**config.mk**
```make
export PLATFORM = sky130hd
export DESIGN_NAME = vid_ctrl
export DESIGN_NICKNAME = d
export VERILOG_FILES = /design/src/hw/rtl/vid_pkg.sv /design/src/hw/rtl/vid_ctrl.sv
export SDC_FILE = /design/constraint.sdc
export NUM_CORES = 1
export LEC_CHECK = 0
export ABC_AREA = 1
export ABC_CLOCK_PERIOD_IN_PS = 1100
export CAP_MARGIN = 25
export CORE_AREA = 3 3 40 42
export CTS_CLUSTER_DIAMETER = 150
export DETAILED_ROUTE_END_ITERATION = 8
export DIE_AREA = 0 0 43 45
export DONT_BUFFER_PORTS = 1
export PLACE_DENSITY_LB_ADDON = 0.3
export SLEW_MARGIN = 20
export SYNTH_ARGS = -nofsm -noshare
export SYNTH_HDL_FRONTEND = slang
export SYNTH_SLANG_ARGS = --single-unit
```
**constraint.sdc**
```tcl
create_clock -name clk -period 1.1 [get_ports clk]
set_input_delay 0.055 -clock clk [delete_from_list [all_inputs] [get_ports clk]]
set_output_delay 0.055 -clock clk [all_outputs]
set_load 0.02 [all_outputs]
```
**src/hw/rtl/vid_pkg.sv**
```systemverilog
package vid_pkg;

	localparam int TABLE_DEPTH = 4096;
	localparam int SLOT_W = $clog2(TABLE_DEPTH);
	localparam int COUNT_W = SLOT_W + 1;
	localparam int ATTR_W = 24;
	localparam int VIDX_W = 12;
	localparam int EPOCH_W = 8;
	localparam int HASH_W = 32;
	localparam int HASH_FOLD = 15;

	localparam logic [HASH_W-1:0] HASH_MUL_P = 32'h9E37_79B1;
	localparam logic [HASH_W-1:0] HASH_MUL_U = 32'h85EB_CA77;
	localparam logic [HASH_W-1:0] HASH_MUL_N = 32'hC2B2_AE3D;

	localparam int CFG_IDX_W = 1;
	localparam int CFG_DATA_W = 1;
	localparam logic [CFG_IDX_W-1:0] CFG_KEY_USES_UV = 1'd0;
	localparam logic [CFG_IDX_W-1:0] CFG_KEY_USES_NORMAL = 1'd1;

	typedef struct packed {
		logic [ATTR_W-1:0] position_index;
		logic [ATTR_W-1:0] uv_index;
		logic [ATTR_W-1:0] normal_index;
		logic              first_of_mesh;
	} in_item_t;

	typedef struct packed {
		logic [VIDX_W-1:0] vertex_index;
		logic              is_new;
		logic              overflow;
	} out_item_t;

	typedef struct packed {
		logic [EPOCH_W-1:0] epoch;
		logic [ATTR_W-1:0]  position;
		logic [ATTR_W-1:0]  uv;
		logic [ATTR_W-1:0]  normal;
		logic [SLOT_W-1:0]  vid;
	} row_t;

	typedef struct packed {
		logic load;
		logic new_mesh;
		logic clr_start;
		logic clr_step;
		logic clr_done;
		logic hash;
		logic rd;
		logic step;
		logic ins;
		logic out_load;
	} ctl_cmd_t;

	typedef struct packed {
		logic epoch_last;
		logic clr_last;
		logic row_valid;
		logic row_match;
		logic probe_last;
		logic out_free;
	} dp_stat_t;

endpackage

```
**src/hw/rtl/vid_ctrl.sv**
```systemverilog
module vid_ctrl (
	input  logic                clk,
	input  logic                arst_n,
	input  logic                in_valid,
	input  logic                first_of_mesh,
	output logic                in_stall,
	output vid_pkg::ctl_cmd_t   cmd,
	input  vid_pkg::dp_stat_t   stat
);

	typedef enum logic [4:0] {
		S_IDLE  = 5'b00001,
		S_HASH  = 5'b00010,
		S_READ  = 5'b00100,
		S_CMP   = 5'b01000,
		S_CLEAR = 5'b10000
	} state_t;

	state_t state_q, state_d;
	logic   pend_q, pend_d;

	always_ff @(posedge clk or negedge arst_n) begin
		if (!arst_n) begin
			state_q <= S_CLEAR;
			pend_q  <= 1'b0;
		end else begin
			state_q <= state_d;
			pend_q  <= pend_d;
		end
	end

	always_comb begin
		state_d  = state_q;
		pend_d   = pend_q;
		cmd      = '0;
		in_stall = 1'b1;
		unique case (state_q)
			S_IDLE: begin
				in_stall = 1'b0;
				if (in_valid) begin
					cmd.load = 1'b1;
					state_d  = S_HASH;
					if (first_of_mesh) begin
						cmd.new_mesh = 1'b1;
						if (stat.epoch_last) begin
							cmd.clr_start = 1'b1;
							pend_d        = 1'b1;
							state_d       = S_CLEAR;
						end
					end
				end
			end
			S_CLEAR: begin
				cmd.clr_step = 1'b1;
				if (stat.clr_last) begin
					cmd.clr_done = 1'b1;
					pend_d       = 1'b0;
					state_d      = pend_q ? S_HASH : S_IDLE;
				end
			end
			S_HASH: begin
				cmd.hash = 1'b1;
				state_d  = S_READ;
			end
			S_READ: begin
				cmd.rd  = 1'b1;
				state_d = S_CMP;
			end
			S_CMP: begin
				if (!stat.row_valid || stat.row_match || stat.probe_last) begin
					if (stat.out_free) begin
						cmd.out_load = 1'b1;
						cmd.ins      = !stat.row_valid;
						state_d      = S_IDLE;
					end
				end else begin
					cmd.step = 1'b1;
					state_d  = S_READ;
				end
			end
			default: state_d = S_IDLE;
		endcase
	end

endmodule

```
======== Yosys cells after proc, flatten, opt, wreduce, memory -nomap -nowiden ========
Index checks and enable logic that the tools add are counted.
storage, ports and cells
  register bits after elaboration ......... 6
  bits of input ports ..................... 10
  output and inout bits ................... 11
  word-level logic and storage cells ...... 44
cells by class
  equal/unequal tests ..................... 10
  mux-type cells .......................... 26
  reductions and logical operators ........ 6
operators by type and width
  kind                                            count
  2-to-1 mux 5 bit                                6
  case mux 5 bit (5 select lines)                 1
  2-to-1 mux 1 bit                                10
  2-to-1 mux 2 bit                                5
  2-to-1 mux 3 bit                                3
  inequality test 2 bit (second input constant)   4
  == test 5 x 1 -> 1 bit (second input constant)  1
  == test 5 x 2 -> 1 bit (second input constant)  1
  == test 5 x 3 -> 1 bit (second input constant)  1
  == test 5 x 4 -> 1 bit (second input constant)  1
  == test 5 bit (second input constant)           1
  AND reduction 5 bit                             1
  inequality test 3 bit (second input constant)   1
  AND reduction 3 bit                             1
  logical OR 1 bit                                2
  case mux 1 bit (2 select lines)                 1
  nonzero test 2 bit                              1
  zero test 1 bit                                 1

======== Depth between registers and ports, before layout ========
Gate-level depths: netlist (run 1).
  depth in word-level cells ............... 5
  mapped depth ............................ 9
  depth with buffers taken out ............ 9

======== Worst setup path before layout (run 1) ========
OpenSTA, ideal clock, no wires.
  path type ............................... register to register
  start point ............................. register state_q[1]
  end point ............................... register state_q[0]
  library setup time ...................... 116 ps
  arrival time ............................ 1233 ps
  required time ........................... 984 ps
  setup slack ............................. -249 ps
  cell stages (with the launch flop) ...... 9
  buffers on the path ..................... 0
  period minus slack after synthesis ...... 1349 ps
  cell sequence ........................... dfrtp_1 -> nor2_4 -> nand2_4 -> nor2_1 -> nor2_1 -> nand2_1 -> nand2_1 -> nand2_1 -> nand2_1
between the ends
  word-level cells in the longest chain between the ends .. 3
  elaborated cells between the ends (all ways) .. 10
  those cells by class .................... eq/ne (8); mux (1); reduce/logical (1)
ends and longest elaborated chain
  what                                                                             RTL line        RTL
  start: declaration                                                               vid_ctrl.sv:19  state_t state_q, state_d;
  start signal: assignment                                                         vid_ctrl.sv:27  state_q <= state_d;
  == test 5 x 4 -> 1 bit, or another cell as far along                             vid_ctrl.sv:37  unique case (state_q)
  inequality test 3 bit (no source line) or inequality test 2 bit (tied branches)  -
  AND reduction 3 bit (no source line)                                             -
Several ways; a longest one is shown, not always the timed one.
A chain may end at the register's enable or synchronous reset.

==> qor_table.md, run 1 <==
| Stage | Parameter | This run |
|:---|:---|:---|
| global routing | Number of global-route vias before repair | 543 |
| global routing | Antenna violations before repair | 0 |
| status | Violated checks | setup timing |
| setup path | Classification of the worst setup path | reg2out |
| clock network | Clock buffer count from CTS | 3 |
| sta | Final period util | 133.5% |
| yosys | Portion of the post-synthesis area used by sequential elements | 31.59% |
| yosys | Portion of netlist area occupied by mux cells | 0% |
| yosys | Average footprint of a synthesized cell | 7.372 µm² |
| floorplanning | Overall die width | 43 µm |
| sta | Shortest period the worst path allows | 1.469 ns |
| clock network | Clk pin slew, worst setup/hold paths | 0.05 ns |
| detailed routing | Post-detailed-route count of antenna-violating nets | 0 |
| pwr | Clock network fraction of total power | 12.4% |
| floorplanning | Initial Utilization | 37.29% |
| yosys | Synthesized flop and latch total | 6 |
| setup path | Crit path required time | 1.04 ns |
| sta | Maximum operating frequency | 0.6807 GHz |
| yosys | Number of standard cells after synthesis | 65 |
| detailed routing | Length of the first detailed-routing pass in iterations | 4 |
| layout | Fraction of layout instances using a drive strength above 1 | 64.29% |
| setup path | Critical Path Sink Type | output port |
| sta | Slack of the critical path | -0.3690 ns |
| setup path | Arrival time of the worst setup path | 1.41 ns |
| clock network | H-tree Lvls | 1 |
| placement | Routability congestion estimate | 0.7757 |
| floorplanning | Die span in y | 45 µm |
| floorplanning | Area of the placeable core | 1285 µm² |
| layout | Fillers | 89 |
| sta | Hold violation count in the final report | 0 |
| pwr | Overall Power | 2.032 mW |
| placement | DP Wirelength | 907 µm |
| detailed routing | Routed wirelength normalized by instance count | 13.33 µm |
| pwr | Switching share of power | 45.20% |
| yosys | Post-synthesis share of cell area spent on xor and xnor gates | 0% |
| setup path | Startpoint type of the worst setup path | register |
| yosys | Yosys Warn Count | 0 |
| placement | Total of buffers placed on input and output ports | 0 |
| pwr | IR Drop Worst-Case VDD | 1295 µV |
| floorplanning | Top-level I/O count | 21 |
| yosys | Post-synthesis net count | 75 |
| pwr | Switching power | 918.5 µW |
| detailed routing | Vias | 531 |
| pwr | Internal Pwr Total | 1.113 mW |
| sta | Setup repair after global routing missed its margin | yes |
| yosys | Adder-cell area share of the yosys netlist | 0% |
| sta | Clock skew | 0.006164 ns |
| global routing | Congestion Overflow GR | 0 |
| pwr | Static Leak | 0.4249 nW |
| yosys | Main combinational cell family by area after synthesis | simple AND/OR/NAND/NOR gates |
| clock network | Buffers from clock root to sink, at most | 2 |
| floorplanning | Number of placement rows | 13 |
| sta | Count of endpoints failing setup in the final report | 17 |
| global routing | Global-route wire length before repair | 2380 µm |
| pwr | Share of total power in sequential cells | 18.9% |
| clock network | Count of clock tree sinks | 6 |
| floorplanning | Area of the die | 1935 µm² |
| detailed routing | DRT iter0 DRCs | 6 |
| clock network | Master cell of the clock root buffer | sky130_fd_sc_hd__clkbuf_4 |
| clock network | Clock latency of the later-clocked register in the worst-skew pair | 0.27 ns |
| global routing | Pin count of the biggest net entering global routing | 7 |
| run | Count of maximum capacitance violations | 0 |
| pwr | Power density of the placed cells | 2255 nW/µm² |
| yosys | Post-Synthesis Cell Area | 479.2 µm² |
| sta | Worst Hold Margin | 0.01113 ns |
| layout | Area overhead of the layout relative to synthesis | 87.99% |
| detailed routing | Via density | 4.699 |
| yosys | Post-synthesis share of cell area spent on and, or, nand and nor gates | 53.52% |
| setup path | Largest driver fanout on the critical path | 4 |
| global routing | Global-route usage over all layers | 17.46% |
| sta | Remaining max-slew budget at the tightest pin | 79.48% |
| sta | Measured slew at the worst slew-check pin | 0.3068 ns |
| pwr | Part of the power in combinational logic | 68.7% |
| detailed routing | Routed wire length | 1506 µm |
| layout | Post-layout nets | 109 |
| clock network | Clock tree from TritonCTS | done |
| layout | N_diodes | 0 |
| yosys | Number of distinct library cells after synthesis | 20 |
| yosys | Post-synthesis compound-gate area fraction | 4.700% |
| detailed routing | Count of unresolved DRC violations after routing | 0 |
| worst hold path | Type of the worst min-delay path | in2reg |
| sta | Final max-slew violation count | 0 |
| status | Result of the run | complete, but fails checks |
-- per-stage QoR --
stage	setup TNS, ns	cells	utilization, %	setup WS, ns	cell area [µm²]
after CTS	-3.880	110	65.04	-0.3725	835.8
after global routing	-5.095	113	70.11	-0.4223	900.9
after global placement	-0.6109	99	51.41	-0.1601	660.6
after detailed placement	-0.6528	99	51.41	-0.1557	660.6
final	-4.293	113	70.11	-0.3690	900.9
after floorplan	-0.4175	65	-	-0.1303	499.2
-- flip-flops by register name, indices dropped and copies added (netlist names) --
| register | flops |
|---|---|
| state_q | 5 |
| pend_q | 1 |
-- metal layers --
layer	track usage, %	routed length (µm)	share of wire, %	up-vias
met5	0	0	0	-
met4	10.84	51	3.4	0
met3	2.789	68	4.5	6
met2	31.14	870	58	16
met1	19.51	515	34	247
li1	-	-	-	262
-- kinds of logic (layout without fill, tap and decap cells) --
logic type	count (synthesis)	in the layout
buffers and inverters	13	46
and+or+nand+nor	42	42
AOI/OAI and AO/OA	4	4
DFF	6	6
-- worst paths after layout --
kind,start,depth (start not counted),slack [ns],endpoint
hold reg to reg,pend_q,2,0.57,pend_q
max in group asynchronous,arst_n,1,0.70,state_q[4]
hold / removal,stat[4],3,0.01,state_q[4]
setup reg to reg,state_q[0],8,-0.27,state_q[1]
min in group asynchronous,arst_n,1,0.11,pend_q
setup / recovery,state_q[2],5,-0.37,cmd[5]
-- timing repair --
action                                 4_1_cts  5_1_grt
buffers inserted                             4        3
pin swaps                                    6        3
hold buffers                                 3        0
endpoints found under the hold margin        9        0
setup endpoints to repair                   15       17
resized for setup                           23        9
-- cell usage in the layout (no fill, tap or decap), drive strengths merged --
cell,instances
nor3,2
nand2,17
dlygate4sd3,3
o21ai,1
a21oi,1
and2,1
nand4,1
inv,13
o22ai,2
clkbuf,4
dfstp,1
dfrtp,5
nand3,3
nor2,18
buf,26
-- power by group through the flow --
stage | Combinational [mW] | Clock, mW | Sequential [mW]
6_report | 1.40 | 0.252 | 0.384
4_1_cts | 1.23 | 0.240 | 0.377
5_1_grt | 1.50 | 0.258 | 0.395
3_3_place_gp | 0.967 | 0 | 0.383
2_1_floorplan | 0.654 | 0 | 0.380
3_5_place_dp | 0.977 | 0 | 0.384
-- cells in the mapped netlist, drive strengths merged --
master | instances | share of area [%]
and2 | 1 | 1.3
dfrtp | 5 | 26
o21ai | 1 | 1.0
nand3 | 3 | 6.8
nand4 | 1 | 1.3
nand2 | 17 | 17
nor2 | 18 | 23
dfstp | 1 | 5.5
o22ai | 2 | 2.6
nor3 | 2 | 3.1
a21oi | 1 | 1.0
inv | 13 | 10
-- cell type report --
cell class	count	area (µm²)	share of cell area, %
clock buffers	4	26.28	2.917
inverters	13	56.30	6.250
flip-flops and latches	6	152.6	16.94
multi-input cells	46	369.1	40.97
repair buffers	29	277.8	30.83
well taps	15	18.77	2.083
-- worst max-delay path, stage by stage, from the launching register on --
cell,delay (ns)
sky130_fd_sc_hd__dfrtp_1,0.42
sky130_fd_sc_hd__nor2_4,0.22
sky130_fd_sc_hd__nand3_4,0.13
sky130_fd_sc_hd__buf_6,0.14
sky130_fd_sc_hd__nor2_4,0.10
sky130_fd_sc_hd__buf_6,0.13
Note: power is estimated with default switching activity, not from simulation.
==> run 2, diff against run 1 <==
Settings changed: GPL_TIMING_DRIVEN set to 0.
==> run 2 against run 1 <==
  * Non-clock buffer count shrank 15
  * Worst setup slack gained 0.0048 ns
  * Clock skew grew 0.0021 ns
  * Global-route usage shrank 3.1 points
  * Highest routed layer unchanged
  * Final area shrank 16%
  * Sequential share of layout area grew 3.3 points
  * Largest cell class unchanged
  * Register-to-register slack is essentially flat
  * Die area is the same
  * The run still ends with setup timing left
  * First-iteration DRC count is the same
  * Total power shrank 22%
  * Critical endpoint is now cmd[7]
  * Clock power is essentially flat
==> qor_table.md, run 2 (same netlist as run 1, synthesis figures left out) <==
| Stage | Parameter | This run | Delta |
|:---|:---|:---|:---|
| setup path | Worst setup endpoint | cmd[7] |  |
| global routing | Antenna violations before repair | 0 | unchanged |
| layout | Area overhead of the layout relative to synthesis | 57.18% |  |
| detailed routing | Routed wire length | 1248 µm | -17% |
| setup path | Beginning of the worst register-to-register path | state_q[3] |  |
| layout | Area of the multi-input gates | 369.1 µm² | unchanged |
| layout | Final Non-Filler Cells | 98 | -13% |
| setup path | Cell occurring most often along the worst timing path | sky130_fd_sc_hd__nor2_4 |  |
| detailed routing | Vias | 477 | -10% |
| setup path | Reg2Reg Setup Slack | -0.27 ns | about the same |
| placement | Routability congestion estimate | 0.7041 | -9.2% |
| floorplanning | Area of the placeable core | 1285 µm² | unchanged |
| placement | Total of buffers placed on input and output ports | 0 | unchanged |
| worst hold path | Type of the worst min-delay path | in2reg |  |
| layout | Fraction of layout instances using a drive strength above 1 | 57.83% | -6.5 points |
| detailed routing | DRT iter0 DRCs | 6 | unchanged |
| layout | Fillers | 112 | +26% |
| sta | Worst Hold Margin | 0.02041 ns | +0.009276 ns |
| run | Count of maximum capacitance violations | 0 | unchanged |
| setup path | Worst path slowest cell | sky130_fd_sc_hd__dfrtp_1 |  |
| placement | DP Wirelength | 803.3 µm | -11% |
| floorplanning | Overall die width | 43 µm | unchanged |
| setup path | FF-to-FF path depth | 6 | -2 |
| clock network | Clock latency of the later-clocked register in the worst-skew pair | 0.27 ns | about the same |
| setup path | Critical Path Sink Type | output port |  |
| detailed routing | Post-detailed-route count of antenna-violating nets | 0 | unchanged |
| pwr | Part of the power in combinational logic | 59.8% | -8.9 points |
| sta | Total negative slack | -3.629 ns | +0.6646 ns |
| floorplanning | Number of placement rows | 13 | unchanged |
| placement | Placed instance count | 80 | -19% |
| global routing | Global-route wire length before repair | 1959 µm | -18% |
| setup path | Classification of the worst setup path | reg2out |  |
| floorplanning | Initial Utilization | 37.29% | unchanged |
| clock network | Clk pin slew, worst setup/hold paths | 0.06 ns | about the same |
| setup path | Largest driver fanout on the critical path | 5 | +1 |
| clock network | Clock tree from TritonCTS | done |  |
| pwr | Switching power | 788.7 µW | -14% |
| setup path | Arrival time of the worst setup path | 1.41 ns | about the same |
| pwr | Overall Power | 1.592 mW | -22% |
| sta | Maximum operating frequency | 0.6829 GHz | +0.33% |
| sta | Slack of the critical path | -0.3642 ns | +0.004795 ns |
| sta | Remaining max-slew budget at the tightest pin | 74.20% | -5.3 points |
| pwr | Power density of the placed cells | 2113 nW/µm² | -6.3% |
| pwr | Switching share of power | 49.55% | +4.3 points |
| global routing | Congestion Overflow GR | 0 | unchanged |
| setup path | Worst path cell trace | nor2_4 > nand3_4 > nor2_4 > nand2_2 > inv_4 |  |
| layout | Top register by number of flip-flops | state_q |  |
| setup path | Family of cells with the greatest summed delay on the critical path | simple AND/OR/NAND/NOR gates |  |
| detailed routing | Routed wirelength normalized by instance count | 12.73 µm | -4.4% |
| floorplanning | Die span in y | 45 µm | unchanged |
| sta | Hold violation count in the final report | 0 | unchanged |
| clock network | H-tree Lvls | 1 | unchanged |
| pwr | Static Leak | 0.3433 nW | -19% |
| status | Violated checks | setup timing |  |
| setup path | Worst path depth | 5 | unchanged |
| setup path | Slowest cell delay on critical path | 0.42 ns | about the same |
| floorplanning | Top-level I/O count | 21 | unchanged |
| status | Result of the run | complete, but fails checks |  |
| global routing | Global-route usage over all layers | 14.35% | -3.1 points |
| detailed routing | Via density | 4.867 | +3.6% |
| clock network | Master cell of the clock root buffer | sky130_fd_sc_hd__clkbuf_4 |  |
| sta | Setup repair after global routing missed its margin | yes |  |
| layout | Leading cell types in the layout, fill and taps excluded | sky130_fd_sc_hd__nand2_1 (11), sky130_fd_sc_hd__nor2_4 (11), sky130_fd_sc_hd__inv_1 (8) |  |
| pwr | Clock network fraction of total power | 15.9% | +3.5 points |
| global routing | Number of global-route vias before repair | 436 | -20% |
| detailed routing | Length of the first detailed-routing pass in iterations | 4 | unchanged |
| setup path | Startpoint type of the worst setup path | register |  |
| clock network | Count of clock tree sinks | 6 | unchanged |
| floorplanning | Area of the die | 1935 µm² | unchanged |
| pwr | IR Drop Worst-Case VDD | 958.4 µV | -26% |
| layout | Number of flip-flops in the largest register | 5 | unchanged |
| sta | Measured slew at the worst slew-check pin | 0.3856 ns | +0.07880 ns |
| sta | Count of endpoints failing setup in the final report | 16 | -1 |
| pwr | Internal Pwr Total | 803.0 µW | -28% |
| setup path | Launch point of the worst path | state_q[3] |  |
| pwr | Share of total power in sequential cells | 24.2% | +5.3 points |
| clock network | Clock buffer count from CTS | 3 | unchanged |
| setup path | Reg-to-reg endpoint | pend_q |  |
| placement | Worst slack at placement | -0.2265 ns | -0.07081 ns |
| layout | Area of all sequential standard cells | 152.6 µm² | unchanged |
| sta | Shortest period the worst path allows | 1.464 ns | -0.004795 ns |
| global routing | Pin count of the biggest net entering global routing | 7 | unchanged |
| clock network | Buffers from clock root to sink, at most | 2 | unchanged |
| sta | Final period util | 133.1% | -0.44 points |
| layout | N_diodes | 0 | unchanged |
| setup path | Crit path required time | 1.04 ns | about the same |
| setup path | Worst Path Buf+Inv | 1 | -1 |
| layout | Post-layout nets | 94 | -14% |
| layout | Largest regs | state_q (5), pend_q (1) |  |
| sta | Clock skew | 0.008227 ns | +0.002062 ns |
| sta | Final max-slew violation count | 0 | unchanged |
| detailed routing | Count of unresolved DRC violations after routing | 0 | unchanged |
run 2: metrics by stage:
| stage | utilization [%] | instance area [µm²] |
|---|---|---|
| final | 58.62 | 753.2 |
| after floorplan | - | 499.2 |
| after detailed placement | 40.31 | 518.0 |
| after global routing | 58.62 | 753.2 |
| after CTS | 54.43 | 699.4 |
| after global placement | 40.31 | 518.0 |
run 2: metal layers:
layer | GRT usage, % | up-vias | wire length (µm)
met5 | 0 | - | 0
met4 | 9.639 | 0 | 42
met3 | 2.390 | 5 | 54
met2 | 25.15 | 14 | 710
met1 | 16.01 | 223 | 440
li1 | - | 235 | -
run 2: power groups by stage:
stage	Combinational, mW	Clock [mW]	Sequential [mW]
floorplan	0.654	0	0.380
global placement	0.731	0	0.388
detailed placement	0.736	0	0.391
CTS	0.917	0.249	0.382
global route	1.04	0.272	0.397
finish	0.952	0.254	0.386
run 2: repair_timing:
action,CTS,global route
setup buffers,9,2
resized for setup,14,9
pin swaps,11,7
endpoints found under the setup margin,15,17
endpoints found under the hold margin,8,0
hold buffers,3,0
run 2: worst min-delay path by stage:
| stage | start | to | slack [ns] | depth (start not counted) |
|---|---|---|---|---|
| 2_1_floorplan | arst_n | pend_q | -0.24 | 0 |
| 3_3_place_gp | arst_n | state_q[3] | -0.24 | 0 |
| 3_5_place_dp | arst_n | state_q[3] | -0.24 | 0 |
| 4_1_cts | stat[4] | state_q[4] | 0.001 | 3 |
| 5_1_grt | stat[0] | state_q[0] | 0.05 | 4 |
| 6_report | stat[0] | state_q[0] | 0.02 | 4 |
run 2: tightest hold or removal path, cell delays in order:
cell and delay [ns]:
sky130_fd_sc_hd__nor2_2 0.03, sky130_fd_sc_hd__nor2_2 0.08, sky130_fd_sc_hd__nand2_1 0.06, sky130_fd_sc_hd__nand2_1 0.04
run 2: area by class of cell:
type	instances	share of cell area [%]
Multi-Input combinational cell	46	49.00
Sequential cell	6	20.27
Timing Repair Buffer	14	16.94
Inverter	13	7.807
Clock buffer	4	3.488
Tap cell	15	2.492
==> run 3, diff against run 2 <==
--- a/config.mk
+++ b/config.mk
@@ -7,5 +7,5 @@
 export LEC_CHECK = 0
 export ABC_AREA = 1
-export ABC_CLOCK_PERIOD_IN_PS = 1100
+export ABC_CLOCK_PERIOD_IN_PS = 1880
 export CAP_MARGIN = 25
 export CORE_AREA = 3 3 40 42
==> constraint.sdc (replaced) <==
create_clock -name clk -period 1.88 [get_ports clk]
set_input_delay 0.282 -clock clk [delete_from_list [all_inputs] [get_ports clk]]
set_output_delay 0.282 -clock clk [all_outputs]
set_load 0.02 [all_outputs]
==> run 3 against run 2 <==
  * The flow now finishes without violations
  * Hold slack better by 0.11 ns
  * Worst setup slack gained 0.48 ns
  * Total power shrank 51%
==> qor_table.md, run 3 (same netlist as run 1, synthesis figures left out) <==
| Stage | Parameter | This run | Delta |
|:---|:---|:---|:---|
| setup path | Worst path slowest cell | sky130_fd_sc_hd__dfrtp_1 |  |
| layout | Area of all sequential standard cells | 151.4 µm² | -0.82% |
| worst hold path | Worst hold path endpoint | state_q[3] |  |
| setup path | Startpoint type of the worst setup path | register |  |
| global routing | Pin count of the biggest net entering global routing | 7 | unchanged |
| setup path | Crit path required time | 1.60 ns | +0.56 ns |
| setup path | Critical Path Sink Type | output port |  |
| layout | Fraction of layout instances using a drive strength above 1 | 37.14% | -21 points |
| detailed routing | Via density | 4.847 | -0.42% |
| detailed routing | DRT iter0 DRCs | 13 | +7 |
| sta | Final max-slew violation count | 0 | unchanged |
| placement | Total of buffers placed on input and output ports | 0 | unchanged |
| layout | Area overhead of the layout relative to synthesis | 12.53% |  |
| layout | Fillers | 134 | +20% |
| detailed routing | Routed wire length | 951 µm | -24% |
| floorplanning | Initial Utilization | 37.29% | unchanged |
| layout | Number of flip-flops in the largest register | 5 | unchanged |
| sta | Shortest period the worst path allows | 1.760 ns |  |
| setup path | Worst path cell trace | nor2_4 > nand3_4 > nor2_4 > nand2_2 > inv_1 |  |
| clock network | H-tree Lvls | 1 | unchanged |
| setup path | Beginning of the worst register-to-register path | state_q[1] |  |
| pwr | Static Leak | 0.2614 nW | -24% |
| floorplanning | Top-level I/O count | 21 | unchanged |
| worst hold path | Number of cells on the worst hold path | 1 | -3 |
| global routing | Global-route wire length before repair | 1455 µm | -26% |
| floorplanning | Overall die width | 43 µm | unchanged |
| sta | Remaining max-slew budget at the tightest pin | 70.90% | -3.3 points |
| detailed routing | Length of the first detailed-routing pass in iterations | 4 | unchanged |
| clock network | Clk pin slew, worst setup/hold paths | 0.05 ns | about the same |
| sta | Total negative slack | 0 ns | +3.629 ns |
| placement | Routability congestion estimate | 0.7320 | +4.0% |
| pwr | Power density of the placed cells | 1440 nW/µm² | -32% |
| layout | Leading cell types in the layout, fill and taps excluded | sky130_fd_sc_hd__nand2_1 (11), sky130_fd_sc_hd__nor2_1 (10), sky130_fd_sc_hd__inv_1 (9) |  |
| global routing | Antenna violations before repair | 0 | unchanged |
| sta | Hold violation count in the final report | 0 | unchanged |
| setup path | Cell occurring most often along the worst timing path | sky130_fd_sc_hd__nor2_4 |  |
| clock network | Master cell of the clock root buffer | sky130_fd_sc_hd__clkbuf_4 |  |
| setup path | Worst Path Buf+Inv | 1 | unchanged |
| clock network | Buffers from clock root to sink, at most | 2 | unchanged |
| layout | Largest regs | state_q (5), pend_q (1) |  |
| layout | Area of the multi-input gates | 284.0 µm² | -23% |
| layout | Top register by number of flip-flops | state_q |  |
| setup path | Classification of the worst setup path | reg2out |  |
| clock network | Clock tree from TritonCTS | done |  |
| setup path | FF-to-FF path depth | 8 | +2 |
| worst hold path | Type of the worst min-delay path | in2reg |  |
| clock network | Post-CTS setup repair buffer count | 0 | -9 |
| run | Count of maximum capacitance violations | 0 | unchanged |
| setup path | Arrival time of the worst setup path | 1.48 ns | +0.07 ns |
| sta | Count of endpoints failing setup in the final report | 0 | -16 |
| sta | Slack of the critical path | 0.1201 ns | +0.4843 ns |
| detailed routing | Vias | 412 | -14% |
| global routing | Global-route usage over all layers | 10.41% | -3.9 points |
| clock network | Count of clock tree sinks | 6 | unchanged |
| layout | Commonest non-fill, non-tap cell in the layout | sky130_fd_sc_hd__nand2_1 |  |
| floorplanning | Area of the die | 1935 µm² | unchanged |
| global routing | Number of global-route vias before repair | 351 | -19% |
| global routing | Congestion Overflow GR | 0 | unchanged |
| detailed routing | Routed wirelength normalized by instance count | 11.19 µm | -12% |
| clock network | Clock buffer count from CTS | 3 | unchanged |
| sta | Setup repair after global routing missed its margin | no |  |
| placement | Worst slack at placement | 0.2853 ns | +0.5118 ns |
| setup path | Family of cells with the greatest summed delay on the critical path | simple AND/OR/NAND/NOR gates |  |
| status | Result of the run | completed |  |
| setup path | Slowest cell delay on critical path | 0.42 ns | about the same |
| setup path | Reg2Reg Setup Slack | 0.40 ns | +0.67 ns |
| detailed routing | Post-detailed-route count of antenna-violating nets | 0 | unchanged |
| detailed routing | Count of unresolved DRC violations after routing | 0 | unchanged |
| sta | Final period util | 93.61% |  |
| setup path | Reg-to-reg endpoint | state_q[0] |  |
| placement | DP Wirelength | 785.2 µm | -2.3% |
| layout | N_diodes | 0 | unchanged |
| sta | Clock skew | 0.001982 ns | -0.006245 ns |
| floorplanning | Number of placement rows | 13 | unchanged |
| floorplanning | Die span in y | 45 µm | unchanged |
| setup path | Largest driver fanout on the critical path | 5 | unchanged |
| layout | Post-layout nets | 81 | -14% |
| sta | Measured slew at the worst slew-check pin | 0.4349 ns | +0.04935 ns |
| sta | Maximum operating frequency | 0.5682 GHz |  |
| floorplanning | Area of the placeable core | 1285 µm² | unchanged |
| worst hold path | Startpoint of the tightest hold check path | stat[0] |  |
| pwr | IR Drop Worst-Case VDD | 616.1 µV | -36% |
| clock network | Clock latency of the later-clocked register in the worst-skew pair | 0.25 ns | -0.02 ns |
[run 3: per-stage QoR]
step | std cells | hold slack (ns) | util [%] | power (mW) | cell area [µm²]
floorplan | 65 | -0.01359 | - | 0.5858 | 479.2
global placement | 80 | -0.01335 | 38.75 | 0.6341 | 498.0
detailed placement | 80 | -0.01335 | 38.75 | 0.6422 | 498.0
CTS | 85 | 0.1253 | 41.58 | 0.7800 | 534.3
global route | 85 | 0.1312 | 41.97 | 0.8380 | 539.3
finish | 85 | 0.1279 | 41.97 | 0.7764 | 539.3
[run 3: worst max path at each step]
stage | slack [ns] | startpoint | to | depth (start not counted)
after global routing | 0.05 | state_q[2] | cmd[7] | 5
after detailed placement | 0.29 | state_q[1] | cmd[1] | 3
final | 0.12 | state_q[2] | cmd[7] | 5
after global placement | 0.28 | state_q[1] | cmd[1] | 3
after CTS | 0.02 | state_q[1] | cmd[1] | 3
after floorplan | 0.40 | state_q[1] | cmd[1] | 3
[run 3: routing by layer]
layer / routed length, µm / track usage [%]
met4: 8 / 7.229
met3: 86 / 4.781
met5: 0 / 0
met2: 432 / 14.07
met1: 423 / 13.09
[run 3: final cells by class]
| class | count | share of cell area, % |
|---|---|---|
| timing repair buffer | 1 | 1.856 |
| clock buffer | 4 | 4.872 |
| multi-input combinational | 46 | 52.67 |
| inverter | 13 | 9.049 |
| sequential | 6 | 28.07 |
| tap | 15 | 3.480 |
[run 3: what timing repair did]
action,CTS,global route
hold buffers,1,0
endpoints found under the setup margin,0,1
endpoints found under the hold margin,6,0
resized for setup,0,1
[run 3: where the power goes]
part           switching (mW)  leakage (nW)  total, mW  internal (mW)
Sequential             0.0512        0.0720      0.227          0.176
Clock                  0.0516        0.0150      0.132         0.0807
Combinational           0.287         0.174      0.417          0.130
Total                   0.390         0.261      0.776          0.387
